[src/sv/btnc_pkg.sv]
// ----------------------------------------------------------------------------
// Bracket tag checker package
// Shared types, character codes, result codes and the known tag name table.
// ----------------------------------------------------------------------------
`default_nettype none

package btnc_pkg;

  localparam int unsigned NUM_KNOWN = 12;
  localparam int unsigned NAME_MAX  = 5;
  localparam int unsigned MAX_RUN   = 16;

  localparam logic [19:0] LINE_MAX  = 20'hFFFFF;
  localparam logic [11:0] ALL_NAMES = 12'hFFF;
  localparam logic [2:0]  LEN_SAT   = 3'd7;

  localparam logic [7:0] CH_NUL   = 8'h00;
  localparam logic [7:0] CH_NL    = 8'h0A;
  localparam logic [7:0] CH_SPACE = 8'h20;
  localparam logic [7:0] CH_SLASH = 8'h2F;
  localparam logic [7:0] CH_LBR   = 8'h5B;
  localparam logic [7:0] CH_RBR   = 8'h5D;

  localparam logic [2:0] ERR_EMPTY_BRACKETS = 3'd0;
  localparam logic [2:0] ERR_EMPTY_NAME     = 3'd1;
  localparam logic [2:0] ERR_UNKNOWN        = 3'd2;
  localparam logic [2:0] ERR_CLOSE_NO_OPEN  = 3'd3;
  localparam logic [2:0] ERR_MISMATCH       = 3'd4;
  localparam logic [2:0] ERR_UNCLOSED       = 3'd5;
  localparam logic [2:0] ERR_OVERFLOW       = 3'd6;

  localparam logic SEV_ERROR   = 1'b0;
  localparam logic SEV_WARNING = 1'b1;

  localparam logic [3:0] ID_NONE        = 4'd0;
  localparam logic [3:0] ID_NOT_STACKED = 4'd10;

  localparam logic [2:0] KNOWN_LEN [NUM_KNOWN] = '{
    3'd1, 3'd1, 3'd1, 3'd1, 3'd4, 3'd2, 3'd2, 3'd2, 3'd5, 3'd4, 3'd5, 3'd3
  };

  localparam logic [7:0] KNOWN_TEXT [NUM_KNOWN][NAME_MAX] = '{
    '{"b", 8'h00, 8'h00, 8'h00, 8'h00},
    '{"i", 8'h00, 8'h00, 8'h00, 8'h00},
    '{"u", 8'h00, 8'h00, 8'h00, 8'h00},
    '{"s", 8'h00, 8'h00, 8'h00, 8'h00},
    '{"c", "o", "d", "e", 8'h00},
    '{"h", "1", 8'h00, 8'h00, 8'h00},
    '{"h", "2", 8'h00, 8'h00, 8'h00},
    '{"h", "3", 8'h00, 8'h00, 8'h00},
    '{"q", "u", "o", "t", "e"},
    '{"l", "i", "s", "t", 8'h00},
    '{"t", "a", "b", "l", "e"},
    '{"i", "m", "g", 8'h00, 8'h00}
  };

  typedef struct packed {
    logic [11:0] mask;
    logic [2:0]  len;
  } name_t;

  typedef struct packed {
    logic [2:0]  err_code;
    logic        severity;
    logic [19:0] line_number;
    logic [15:0] column;
    logic [3:0]  tag_id;
    logic [19:0] opened_line;
    logic        last_of_run;
  } res_t;

  typedef struct packed {
    logic accept;
    logic close_eval;
    logic drain_emit;
  } ctrl_cmd_t;

  typedef struct packed {
    logic pop_close;
    logic drain_start;
    logic res_empty;
    logic res_free;
    logic drain_last;
  } dp_status_t;

  function automatic name_t name_feed(input logic [11:0] mask, input logic [2:0] len,
                                      input logic [7:0] c);
    name_t r;
    r.mask = mask;
    r.len  = len;
    if (len >= LEN_SAT) begin
      r.mask = '0;
    end else begin
      for (int k = 0; k < NUM_KNOWN; k++) begin
        if (KNOWN_LEN[k] <= len) begin
          r.mask[k] = 1'b0;
        end else if (KNOWN_TEXT[k][len] != c) begin
          r.mask[k] = 1'b0;
        end
      end
      r.len = len + 3'd1;
    end
    return r;
  endfunction

  function automatic logic [3:0] name_id(input logic [11:0] mask, input logic [2:0] len);
    logic [3:0] id;
    id = ID_NONE;
    for (int k = NUM_KNOWN - 1; k >= 0; k--) begin
      if (mask[k] && (KNOWN_LEN[k] == len)) begin
        id = 4'(k + 1);
      end
    end
    return id;
  endfunction

endpackage

`default_nettype wire

[src/sv/btnc_datapath.sv]
// ----------------------------------------------------------------------------
// Bracket tag checker datapath
// Scanner registers, name matching, tag stack memory and the result registers.
// ----------------------------------------------------------------------------
`default_nettype none

module btnc_datapath
  import btnc_pkg::*;
#(
  parameter int unsigned STACK_DEPTH = 16,
  parameter int unsigned COLUMN_BITS = 16
) (
  input  logic        clk_i,
  input  logic        rst_ni,
  input  logic        cmd_i,
  input  logic [7:0]  char_code_i,
  input  ctrl_cmd_t   ctrl_cmd_i,
  output dp_status_t  status_o,
  input  logic        out_stall_i,
  output logic        out_valid_o,
  output res_t        out_o
);

  localparam int unsigned CW  = (COLUMN_BITS < 16) ? COLUMN_BITS : 16;
  localparam int unsigned SPW = $clog2(STACK_DEPTH + 1);
  localparam int unsigned AW  = (STACK_DEPTH > 1) ? $clog2(STACK_DEPTH) : 1;
  localparam int unsigned EW  = 4 + 20 + CW;
  localparam logic [CW-1:0] COL_MAX = {CW{1'b1}};

  localparam logic [2:0] MODE_IDLE  = 3'd0;
  localparam logic [2:0] MODE_AFTER = 3'd1;
  localparam logic [2:0] MODE_OPEN  = 3'd2;
  localparam logic [2:0] MODE_CLOSE = 3'd3;
  localparam logic [2:0] MODE_SKIP  = 3'd4;

  logic [2:0]     mode_q, mode_d;
  logic [19:0]    line_q, line_d;
  logic [CW-1:0]  col_q, col_d;
  logic [11:0]    mask_q, mask_d;
  logic [2:0]     len_q, len_d;
  logic           ended_q, ended_d;
  logic [CW-1:0]  bcol_q, bcol_d;
  logic [SPW-1:0] sp_q, sp_d;
  logic [3:0]     cnt_q, cnt_d;

  logic [EW-1:0]  stack_mem [STACK_DEPTH];
  logic [EW-1:0]  rd_q;
  logic [SPW-1:0] sp_dec;
  logic           push, pop_rd;
  logic [EW-1:0]  push_entry;

  logic           res_valid_q, res_ld;
  res_t           res_q, res_d;
  logic           out_valid_q, out_free;
  res_t           out_q;

  logic [CW-1:0]  col_inc;
  name_t          fed, fresh;
  logic [3:0]     cur_id;
  logic [3:0]     rd_id;
  logic [19:0]    rd_line;
  logic [CW-1:0]  rd_col;
  logic           is_text, drain_last;

  assign sp_dec   = sp_q - SPW'(1);
  assign col_inc  = (col_q != COL_MAX) ? col_q + CW'(1) : col_q;
  assign fed      = name_feed(mask_q, len_q, char_code_i);
  assign fresh    = name_feed(ALL_NAMES, 3'd0, char_code_i);
  assign cur_id   = name_id(mask_q, len_q);
  assign rd_id    = rd_q[EW-1 -: 4];
  assign rd_line  = rd_q[CW +: 20];
  assign rd_col   = rd_q[CW-1:0];
  assign is_text  = !cmd_i && (char_code_i != CH_NL) && (char_code_i != CH_NUL);
  assign drain_last = (sp_q == '0) || (cnt_q == 4'(MAX_RUN - 1));
  assign out_free = !out_valid_q || !out_stall_i;
  assign push_entry = {cur_id, line_q, bcol_q};

  assign status_o.pop_close   = is_text && (mode_q == MODE_CLOSE) && (char_code_i == CH_RBR)
                                && (sp_q != '0);
  assign status_o.drain_start = cmd_i && (sp_q != '0);
  assign status_o.res_empty   = !res_valid_q;
  assign status_o.res_free    = !res_valid_q || out_free;
  assign status_o.drain_last  = drain_last;

  always_comb begin
    mode_d  = mode_q;
    line_d  = line_q;
    col_d   = col_q;
    mask_d  = mask_q;
    len_d   = len_q;
    ended_d = ended_q;
    bcol_d  = bcol_q;
    sp_d    = sp_q;
    cnt_d   = cnt_q;
    push    = 1'b0;
    pop_rd  = 1'b0;
    res_ld  = 1'b0;
    res_d   = '0;
    res_d.line_number = line_q;
    res_d.column      = 16'(bcol_q);
    res_d.last_of_run = 1'b1;

    if (ctrl_cmd_i.accept) begin
      if (cmd_i) begin
        mode_d  = MODE_IDLE;
        line_d  = 20'd1;
        col_d   = '0;
        bcol_d  = '0;
        mask_d  = ALL_NAMES;
        len_d   = 3'd0;
        ended_d = 1'b0;
        cnt_d   = 4'd0;
        pop_rd  = (sp_q != '0);
      end else if (char_code_i == CH_NL) begin
        mode_d = MODE_IDLE;
        if (line_q != LINE_MAX) begin
          line_d = line_q + 20'd1;
        end
        col_d = '0;
      end else begin
        col_d = col_inc;
        if (char_code_i == CH_NUL) begin
          mode_d = MODE_SKIP;
        end else begin
          case (mode_q)
            MODE_IDLE: begin
              if (char_code_i == CH_LBR) begin
                bcol_d = col_inc;
                mode_d = MODE_AFTER;
              end
            end
            MODE_AFTER: begin
              if (char_code_i == CH_RBR) begin
                res_ld         = 1'b1;
                res_d.err_code = ERR_EMPTY_BRACKETS;
                res_d.severity = SEV_WARNING;
                mode_d         = MODE_IDLE;
              end else if (char_code_i == CH_SLASH) begin
                mask_d  = ALL_NAMES;
                len_d   = 3'd0;
                ended_d = 1'b0;
                mode_d  = MODE_CLOSE;
              end else begin
                mode_d = MODE_OPEN;
                if (char_code_i == CH_SPACE) begin
                  mask_d  = ALL_NAMES;
                  len_d   = 3'd0;
                  ended_d = 1'b1;
                end else begin
                  mask_d  = fresh.mask;
                  len_d   = fresh.len;
                  ended_d = 1'b0;
                end
              end
            end
            MODE_OPEN: begin
              if (char_code_i == CH_RBR) begin
                mode_d = MODE_IDLE;
                if (len_q == 3'd0) begin
                  res_ld         = 1'b1;
                  res_d.err_code = ERR_EMPTY_NAME;
                  res_d.severity = SEV_ERROR;
                end else if (cur_id == ID_NONE) begin
                  res_ld         = 1'b1;
                  res_d.err_code = ERR_UNKNOWN;
                  res_d.severity = SEV_WARNING;
                end else if (cur_id < ID_NOT_STACKED) begin
                  if (sp_q < SPW'(STACK_DEPTH)) begin
                    push = 1'b1;
                    sp_d = sp_q + SPW'(1);
                  end else begin
                    res_ld         = 1'b1;
                    res_d.err_code = ERR_OVERFLOW;
                    res_d.severity = SEV_ERROR;
                    res_d.tag_id   = cur_id;
                  end
                end
              end else if (!ended_q) begin
                if (char_code_i == CH_SPACE) begin
                  ended_d = 1'b1;
                end else begin
                  mask_d = fed.mask;
                  len_d  = fed.len;
                end
              end
            end
            MODE_CLOSE: begin
              if (char_code_i == CH_RBR) begin
                mode_d = MODE_IDLE;
                if (sp_q == '0) begin
                  res_ld         = 1'b1;
                  res_d.err_code = ERR_CLOSE_NO_OPEN;
                  res_d.severity = SEV_ERROR;
                  res_d.tag_id   = cur_id;
                end else begin
                  pop_rd = 1'b1;
                end
              end else begin
                mask_d = fed.mask;
                len_d  = fed.len;
              end
            end
            default: begin
            end
          endcase
        end
      end
    end

    if (ctrl_cmd_i.close_eval && (rd_id != cur_id)) begin
      res_ld            = 1'b1;
      res_d.err_code    = ERR_MISMATCH;
      res_d.severity    = SEV_ERROR;
      res_d.tag_id      = rd_id;
      res_d.opened_line = rd_line;
    end

    if (ctrl_cmd_i.drain_emit) begin
      res_ld            = 1'b1;
      res_d.err_code    = ERR_UNCLOSED;
      res_d.severity    = SEV_ERROR;
      res_d.line_number = rd_line;
      res_d.column      = 16'(rd_col);
      res_d.tag_id      = rd_id;
      res_d.last_of_run = drain_last;
      if (!drain_last) begin
        pop_rd = 1'b1;
        cnt_d  = cnt_q + 4'd1;
      end
    end

    if (pop_rd) begin
      sp_d = sp_dec;
    end
  end

  always_ff @(posedge clk_i or negedge rst_ni) begin
    if (!rst_ni) begin
      mode_q  <= MODE_IDLE;
      line_q  <= 20'd1;
      col_q   <= '0;
      mask_q  <= ALL_NAMES;
      len_q   <= 3'd0;
      ended_q <= 1'b0;
      bcol_q  <= '0;
      sp_q    <= '0;
      cnt_q   <= 4'd0;
    end else begin
      mode_q  <= mode_d;
      line_q  <= line_d;
      col_q   <= col_d;
      mask_q  <= mask_d;
      len_q   <= len_d;
      ended_q <= ended_d;
      bcol_q  <= bcol_d;
      sp_q    <= sp_d;
      cnt_q   <= cnt_d;
    end
  end

  always_ff @(posedge clk_i) begin
    if (push) begin
      stack_mem[sp_q[AW-1:0]] <= push_entry;
    end
    if (pop_rd) begin
      rd_q <= stack_mem[sp_dec[AW-1:0]];
    end
  end

  always_ff @(posedge clk_i or negedge rst_ni) begin
    if (!rst_ni) begin
      res_valid_q <= 1'b0;
      out_valid_q <= 1'b0;
    end else begin
      if (res_ld) begin
        res_valid_q <= 1'b1;
      end else if (res_valid_q && out_free) begin
        res_valid_q <= 1'b0;
      end
      if (out_free) begin
        out_valid_q <= res_valid_q;
      end
    end
  end

  always_ff @(posedge clk_i) begin
    if (res_ld) begin
      res_q <= res_d;
    end
    if (out_free && res_valid_q) begin
      out_q <= res_q;
    end
  end

  assign out_valid_o = out_valid_q;
  assign out_o       = out_q;

endmodule

`default_nettype wire

[config.mk]
export PLATFORM = sky130hd
export DESIGN_NAME = btnc_datapath
export DESIGN_NICKNAME = d
export VERILOG_FILES = /design/src/sv/btnc_pkg.sv /design/src/sv/btnc_datapath.sv
export SDC_FILE = /design/constraint.sdc
export NUM_CORES = 1
export LEC_CHECK = 0
export BUFFER_PORTS_ARGS = -buffer_cell sky130_fd_sc_hd__buf_4
export CAP_MARGIN = 20
export CORE_ASPECT_RATIO = 1.75
export CORE_MARGIN = 5
export CORE_UTILIZATION = 41
export DETAILED_ROUTE_END_ITERATION = 12
export GPL_TIMING_DRIVEN = 1
export HOLD_SLACK_MARGIN = 0.03
export PLACE_DENSITY = 0.54
export SLEW_MARGIN = 20
export SYNTH_ARGS = -nofsm -noshare
export SYNTH_HDL_FRONTEND = slang
export SYNTH_SLANG_ARGS = --single-unit
[constraint.sdc]
create_clock -name clk_i -period 9.9 [get_ports clk_i]
set_input_delay 0.99 -clock clk_i [delete_from_list [all_inputs] [get_ports clk_i]]
set_output_delay 0.99 -clock clk_i [all_outputs]
set_load 0.02 [all_outputs]
## Word level (Yosys, flattened, before mapping)

Memories as Yosys holds them, arrays and structs flattened. A register that Yosys moved wholly into a read port is not among the register bits.
Index checks and enable logic that the tools add are counted.

| cells by class | value |
|---|---|
| add/sub/neg operators | 6 |
| $lt $le $gt $ge | 9 |
| eq/ne operators | 53 |
| mux-type cells | 202 |
| bitwise logic cells | 2 |
| reductions and logical operators | 56 |

Operators by type and width:

| operator | count |
|---|---|
| two-way mux 8 bit | 24 |
| two-way mux 4 bit | 36 |
| two-way mux 12 bit | 11 |
| two-way mux 16 bit | 8 |
| != test 8 bit | 12 |
| two-way mux 1 bit | 82 |
| != test 7 x 8 -> 1 bit, first input constant | 9 |
| two-way mux 20 bit | 3 |
| two-way mux 5 bit | 11 |
| two-way mux 3 bit | 16 |
| two-way mux 40 bit | 1 |
| case mux 12 bit (3 select lines) | 1 |
| two-way mux 24 bit | 1 |
| adder 20 x 1 -> 20 bit, second input constant | 1 |
| logical AND 1 bit | 20 |
| != test 20 bit, second input constant | 1 |
| nonzero test 2 bit | 10 |
| case mux 3 bit (3 select lines) | 2 |
| adder 16 x 1 -> 16 bit, second input constant | 1 |
| equality test 8 x 6 -> 1 bit, second input constant | 2 |
| equality test 8 x 7 -> 1 bit, second input constant | 2 |
| != test 16 bit, second input constant | 1 |
| != test 3 bit, second input constant | 5 |
| != test 2 bit, second input constant | 6 |
| 49 further kinds | 62 |

| word-level totals | value |
|---|---|
| flip-flop bits (word level) | 212 |
| RAM bits | 640 |
| ROM bits | 768 |
| bits of input ports | 15 |
| logic and storage cells | 368 |
| memories kept | 13 |

Memory list:

| name | depth | width | read ports | clocked after Yosys merged registers in | wr ports | line | RTL |
|---|---|---|---|---|---|---|---|
| stack_mem | 16 | 40 | 1 | 1 | 1 | btnc_datapath.sv:46 | `logic [EW-1:0] stack_mem [STACK_DEPTH];` |
| (name not given) | 8 | 8 | 1 | 0 | 0 | btnc_pkg.sv:97 | `end else if (KNOWN_TEXT[k][len] != c) begin` |
| (name not given) | 8 | 8 | 1 | 0 | 0 | btnc_pkg.sv:97 |  |
| (name not given) | 8 | 8 | 1 | 0 | 0 | btnc_pkg.sv:97 |  |
| (name not given) | 8 | 8 | 1 | 0 | 0 | btnc_pkg.sv:97 |  |
| (name not given) | 8 | 8 | 1 | 0 | 0 | btnc_pkg.sv:97 |  |
| +7 memories | n/a | n/a | n/a | n/a | n/a | n/a |  |

## Longest topological paths before layout

| depth | value |
|---|---|
| depth after elaboration | 27 |
| mapped depth | 13 |
| mapped depth without buffers | 11 |

## Least setup slack after synthesis

OpenSTA, ideal clock, no wires.

| path | value |
|---|---|
| path kind | in2reg |
| start point | in char_code_i[2] |
| end point | mem stack_mem[0][0] (netlist bit), enable pin |
| library setup time | 538 ps |
| arrival | 6328 ps |
| slack | 3034 ps |
| stages | 7 |
| path buffers | 1 |
| cell sequence | clkbuf_1 > nand2_1 > nor3_1 > nand3_1 > nor2_1 > nand4_1 > nor4_1 |

| between the ends | value |
|---|---|
| word-level cells in the longest chain between the ends | 9 |
| elaborated cells between the ends (all ways) | 11 |

Ends and longest elaborated chain:

| element | line | RTL |
|---|---|---|
| start: declaration | btnc_datapath.sv:16 | `input logic [7:0] char_code_i,` |
| equality test 8 x 7 -> 1 bit | btnc_datapath.sv:157 | `if (char_code_i == CH_RBR) begin` |
| two-way mux 1 bit | btnc_datapath.sv:157 |  |
| two-way mux 1 bit | btnc_datapath.sv:125 | `case (mode_q)` |
| two-way mux 1 bit | btnc_datapath.sv:122 | `if (char_code_i == CH_NUL) begin` |
| two-way mux 1 bit * | btnc_datapath.sv:114 | `end else if (char_code_i == CH_NL) begin` |
| two-way mux 1 bit * | btnc_datapath.sv:104 | `if (cmd_i) begin` |
| two-way mux 1 bit * | btnc_datapath.sv:103 | `if (ctrl_cmd_i.accept) begin` |
| two-way mux 1 bit * | btnc_datapath.sv:262 | `if (push) begin` |
| two-way mux 1 bit (not written as such) * | btnc_datapath.sv:263 | `stack_mem[sp_q[AW-1:0]] <= push_entry;` |
| end: declaration | btnc_datapath.sv:46 |  |

Mark *: on every way between the ends. The rest lies on a longest branch, timed or not.

## Final worst setup path

| path | value |
|---|---|
| start point | reg len_q[1] |
| end point | reg res_q[30] (netlist bit), enable pin |

| between the ends | value |
|---|---|
| elaborated cells between the ends (all ways) | 45 |

RTL lines:

| element | line | RTL |
|---|---|---|
| start: declaration | btnc_datapath.sv:40 | `logic [2:0] len_q, len_d;` |
| start signal: assignment | btnc_datapath.sv:253 | `len_q <= len_d;` |
| equality test 3 bit | btnc_pkg.sv:110 | `if (mask[k] && (KNOWN_LEN[k] == len)) begin` |
| logical AND 1 bit | btnc_pkg.sv:110 |  |
| two-way mux 4 bit (10 in a row) | btnc_pkg.sv:110 |  |
| two-way mux 4 bit * | btnc_pkg.sv:110 |  |
| named net cur_id[0] | btnc_datapath.sv:59 | `logic [3:0] cur_id;` |
| < comparator 4 bit | btnc_datapath.sv:167 | `end else if (cur_id < ID_NOT_STACKED) begin` |
| two-way mux 1 bit | btnc_datapath.sv:167 |  |
| two-way mux 1 bit | btnc_datapath.sv:163 | `end else if (cur_id == ID_NONE) begin` |
| [2 not listed] | n/a |  |
| case mux 1 bit (3 select lines) | btnc_datapath.sv:125 |  |
| two-way mux 1 bit | btnc_datapath.sv:122 |  |
| two-way mux 1 bit | btnc_datapath.sv:114 |  |
| two-way mux 1 bit | btnc_datapath.sv:104 |  |
| two-way mux 1 bit | btnc_datapath.sv:103 |  |
| two-way mux 1 bit * | btnc_datapath.sv:210 | `if (ctrl_cmd_i.close_eval && (rd_id != cur_id)) begin` |
| two-way mux 1 bit * | btnc_datapath.sv:218 | `if (ctrl_cmd_i.drain_emit) begin` |
| named net res_ld | btnc_datapath.sv:52 | `logic res_valid_q, res_ld;` |
| end signal: assignment | btnc_datapath.sv:288 | `res_q <= res_d;` |
| end: declaration | btnc_datapath.sv:53 | `res_t res_q, res_d;` |

The timed path passes the listed nets; every way through them passes the cells marked *.
A chain may end at the register's enable or synchronous reset.

==> out/results.tsv <==
stage	metric	value	unit
synthesis	synth_edf_count	810	
floorplan	die_y	399	microns
floorplan	initial_utilization	41.1	%
clocking	cts_num_sinks	892	
run	cap_violations	0	
power	p_leak	13.7	nW
detailed_routing	ant_nets	0	
finish	syn2layout_area_growth	13.7	%
detailed_routing	drc	0	
detailed_routing	drt-total-wl	83.1	mm
clocking	cts_post_setup_buffers_inserted	0	
global_route	grt_pass1_vias	19000	
timing	timing_hold_violations_final	0	
clocking	cts-resized-gates	0	
timing	fin_crit_sh	48.5	%
floorplan	dieArea	0.0929	sq mm
timing	max_freq	208	MHz
synthesis	yosys_warnings	0	
finish	nets	1987	
synthesis	ys_async_sr_fraction	9.19	%
synthesis	syn_avg_cell_area	19.2	sq um
setup_path	cpMaxStageDelayCell	dfrtp_1	
timing	fin_crit	4.80	ns
synthesis	syn_nets	1879	
timing	setup_viol	0	
setup_path	path_class	flip-flop to flip-flop	
placed_design	hpwl	47.4	mm
global_route	grt-ovfl-total	0	
clocking	holdBufCountCts	0	
setup_path	crit_chain	ha_1 -> nor2b_1 -> a22oi_1 -> a221o_1 -> a2111oi_2 -> or2_1 -> a221oi_2 -> o21ai_1 -> or3_4 -> buf_4	
setup_path	ff2ff_setup_slack	5.10	ns
clocking	cts_root_buf	clkbuf_16	
floorplan	coreArea	0.0864	sq mm
detailed_routing	initialDrtViolationCount	1249	
clocking	clk_pin_slew	0.07	ns
timing	slew_headroom	27.4	%
power	p_per_area	258	mW/mm^2
finish	drive_gt1_share	27.3	%
global_route	grt_pass1_wl	124	mm
setup_path	crit_path_start_kind	flip-flop	
clocking	clock_tree.buffer_depth	3	
setup_path	crit_fanout	35	
setup_path	worst-endpoint-required	10.18	ns
global_route	antenna_found_initial	1	
placed_design	io_buffers	85	
global_route	grt_max_degree	70	
synthesis	ys_seq_area_share	74.3	%
global_route	globalRouteTotalUtil	18.1	%
clocking	cts_tree	yes	
setup_path	path_delay_family	compound AO/OA/AOI/OAI gates	
clocking	numCtsBuffers	83	
setup_path	crit_buf_inv	1	
synthesis	yosysTopAreaCell	edfxtp_1	
setup_path	arrival	5.09	ns
floorplan	fp.dieW	233	microns
synthesis	synth_top_cell_area_share	68.4	%
detailed_routing	vias_per_cell	5.54	
setup_path	worstSetupStartpoint	len_q[1]	
floorplan	rows	143	
timing	fin_tns_setup	0	ns
detailed_routing	first_pass_iters	5	
placed_design	gp_congestion	0.835	
clocking	cts.htree.levels	3	
detailed_routing	via_count	17600	
min_path	hp-class	primary input to async pin	
synthesis	yosys-top-cells-area	edfxtp_1, mux4_2, dfrtp_1	
detailed_routing	routedWlPerCell	26.1	microns
setup_path	endpoint_kind	flip-flop	
synthesis	syn_inst	1847	
timing	rsz0062_at_grt	false	
timing	fin_skew	0.0217	ns
status	outcome	completed	
synthesis	ys_types	86	
setup_path	r2r-start	len_q[1]	
synthesis	ys_ff_latch	892	
finish	diodes	0	
clocking	clk_latency	0.66	ns
floorplan	ioPinCount	86	
setup_path	ff2ff_path_depth	10	
synthesis	synth_top_flop_cell	edfxtp_1	
synthesis	yosysMostFrequentCell	edfxtp_1	
finish	final_cell_area	0.0404	sq mm
placed_design	place_area	0.0376	sq mm
setup_path	max_stage_delay	0.63	ns
timing	worst_pin_slew	1.09	ns
synthesis	synth.top_cells.by_count	edfxtp_1, mux4_2, nand2_1	
timing	slew_viol_final	0	
synthesis	netlist_area	0.0355	sq mm
setup_path	path_depth	10	
power	peakVddDrop	215	uV
-- flip-flops by register name, summed over array words and instances (netlist names), 3 cells and up --
name and cells:
stack_mem 640, out_o 65, res_q 65, rd_q 40, line_q 20, bcol_q 16, col_q 16, mask_q 12
sp_q 5, cnt_q 4, len_q 3, mode_q 3
-- report_power, final --
part	switching (W)	internal, W	total, W
Combinational	0.00129	0.00112	0.00241
Clock	0.00141	0.00189	0.00330
Sequential	0.000193	0.00451	0.00470
-- cell type report --
type,instances,area (sq um)
repair buffers,113,865
clock inverters,50,562
multi-input cells,831,8770
flip-flops and latches,892,26400
clock buffers,105,2250
fillers,7190,46000
inverters,34,128
well taps,1160,1450
-- layer usage --
metal	share of wire (%)	wire length, microns	GRT usage, %	up-vias
met1	38	31300	21.2	9398
li1	-	-	-	7651
met2	55	46000	33.6	438
met5	0	0	0	-
met3	3.6	2960	2.48	155
met4	3.4	2860	6.85	0
-- cell families after synthesis --
kind of cell	count (synthesis)	synth area share (%)
mux	241	14.0
flops	892	74.3
simple gates	336	4.99
buf+inv	124	1.40
compound gates	188	3.56
fa+ha+maj	17	0.598
xor+xnor	49	1.23
-- stage by stage --
| stage | total power, W | cells | setup WS (ns) | util (%) | hold slack [ns] |
|---|---|---|---|---|---|
| final | 0.0104 | 3185 | 5.10 | 46.8 | 0.203 |
| after global routing | 0.0109 | 3185 | 4.72 | 46.8 | 0.185 |
| after CTS | 0.0106 | 3184 | 5.06 | 46.7 | 0.155 |
| after detailed placement | 0.00724 | 3029 | 5.06 | 43.5 | 0.405 |
| after global placement | 0.00722 | 3029 | 5.20 | 43.5 | 0.401 |
| after floorplan | 0.00647 | 1847 | 3.03 | - | 0.400 |
-- worst reg2reg max path: cells and delay by family (launching register included) --
family / cells / cell delay, ns
AOI/OAI and AO/OA: 5 / 1.68
and+or+nand+nor: 3 / 1.09
DFF: 1 / 0.63
buffers and inverters: 1 / 0.55
adders and majority gates: 1 / 0.45
-- worst paths after layout --
| kind | endpoint |
|---|---|
| min in group clk_i | out_o[35] |
| setup reg to reg | res_q[30] |
| hold reg to reg | out_o[35] |
| max in group asynchronous | sp_q[0] |
| setup / recovery | res_q[30] |
| hold / removal | out_valid_o |
-- cells in the final DEF (no fill, tap or decap), types with 10 or more instances in the layout --
| cell | n |
|---|---|
| inv_1 | 31 |
| buf_4 | 111 |
| nor2_1 | 59 |
| edfxtp_1 | 810 |
| mux4_2 | 200 |
| a21oi_1 | 31 |
| xor2_1 | 25 |
| nor3_1 | 17 |
| nand3_1 | 33 |
| a21o_1 | 10 |
| and2_1 | 28 |
| nand4_1 | 13 |
| o21ai_0 | 64 |
| mux2_2 | 39 |
| xnor2_1 | 21 |
| bufinv_16 | 10 |
| nand2_1 | 81 |
| or3_1 | 12 |
| ha_1 | 16 |
| dfrtp_1 | 68 |
| clkinv_2 | 18 |
| clkbuf_16 | 85 |
| dfstp_2 | 13 |
| and3_1 | 16 |
| o31ai_1 | 13 |
| clkbuf_1 | 15 |
(Power assumes the default switching activity.)
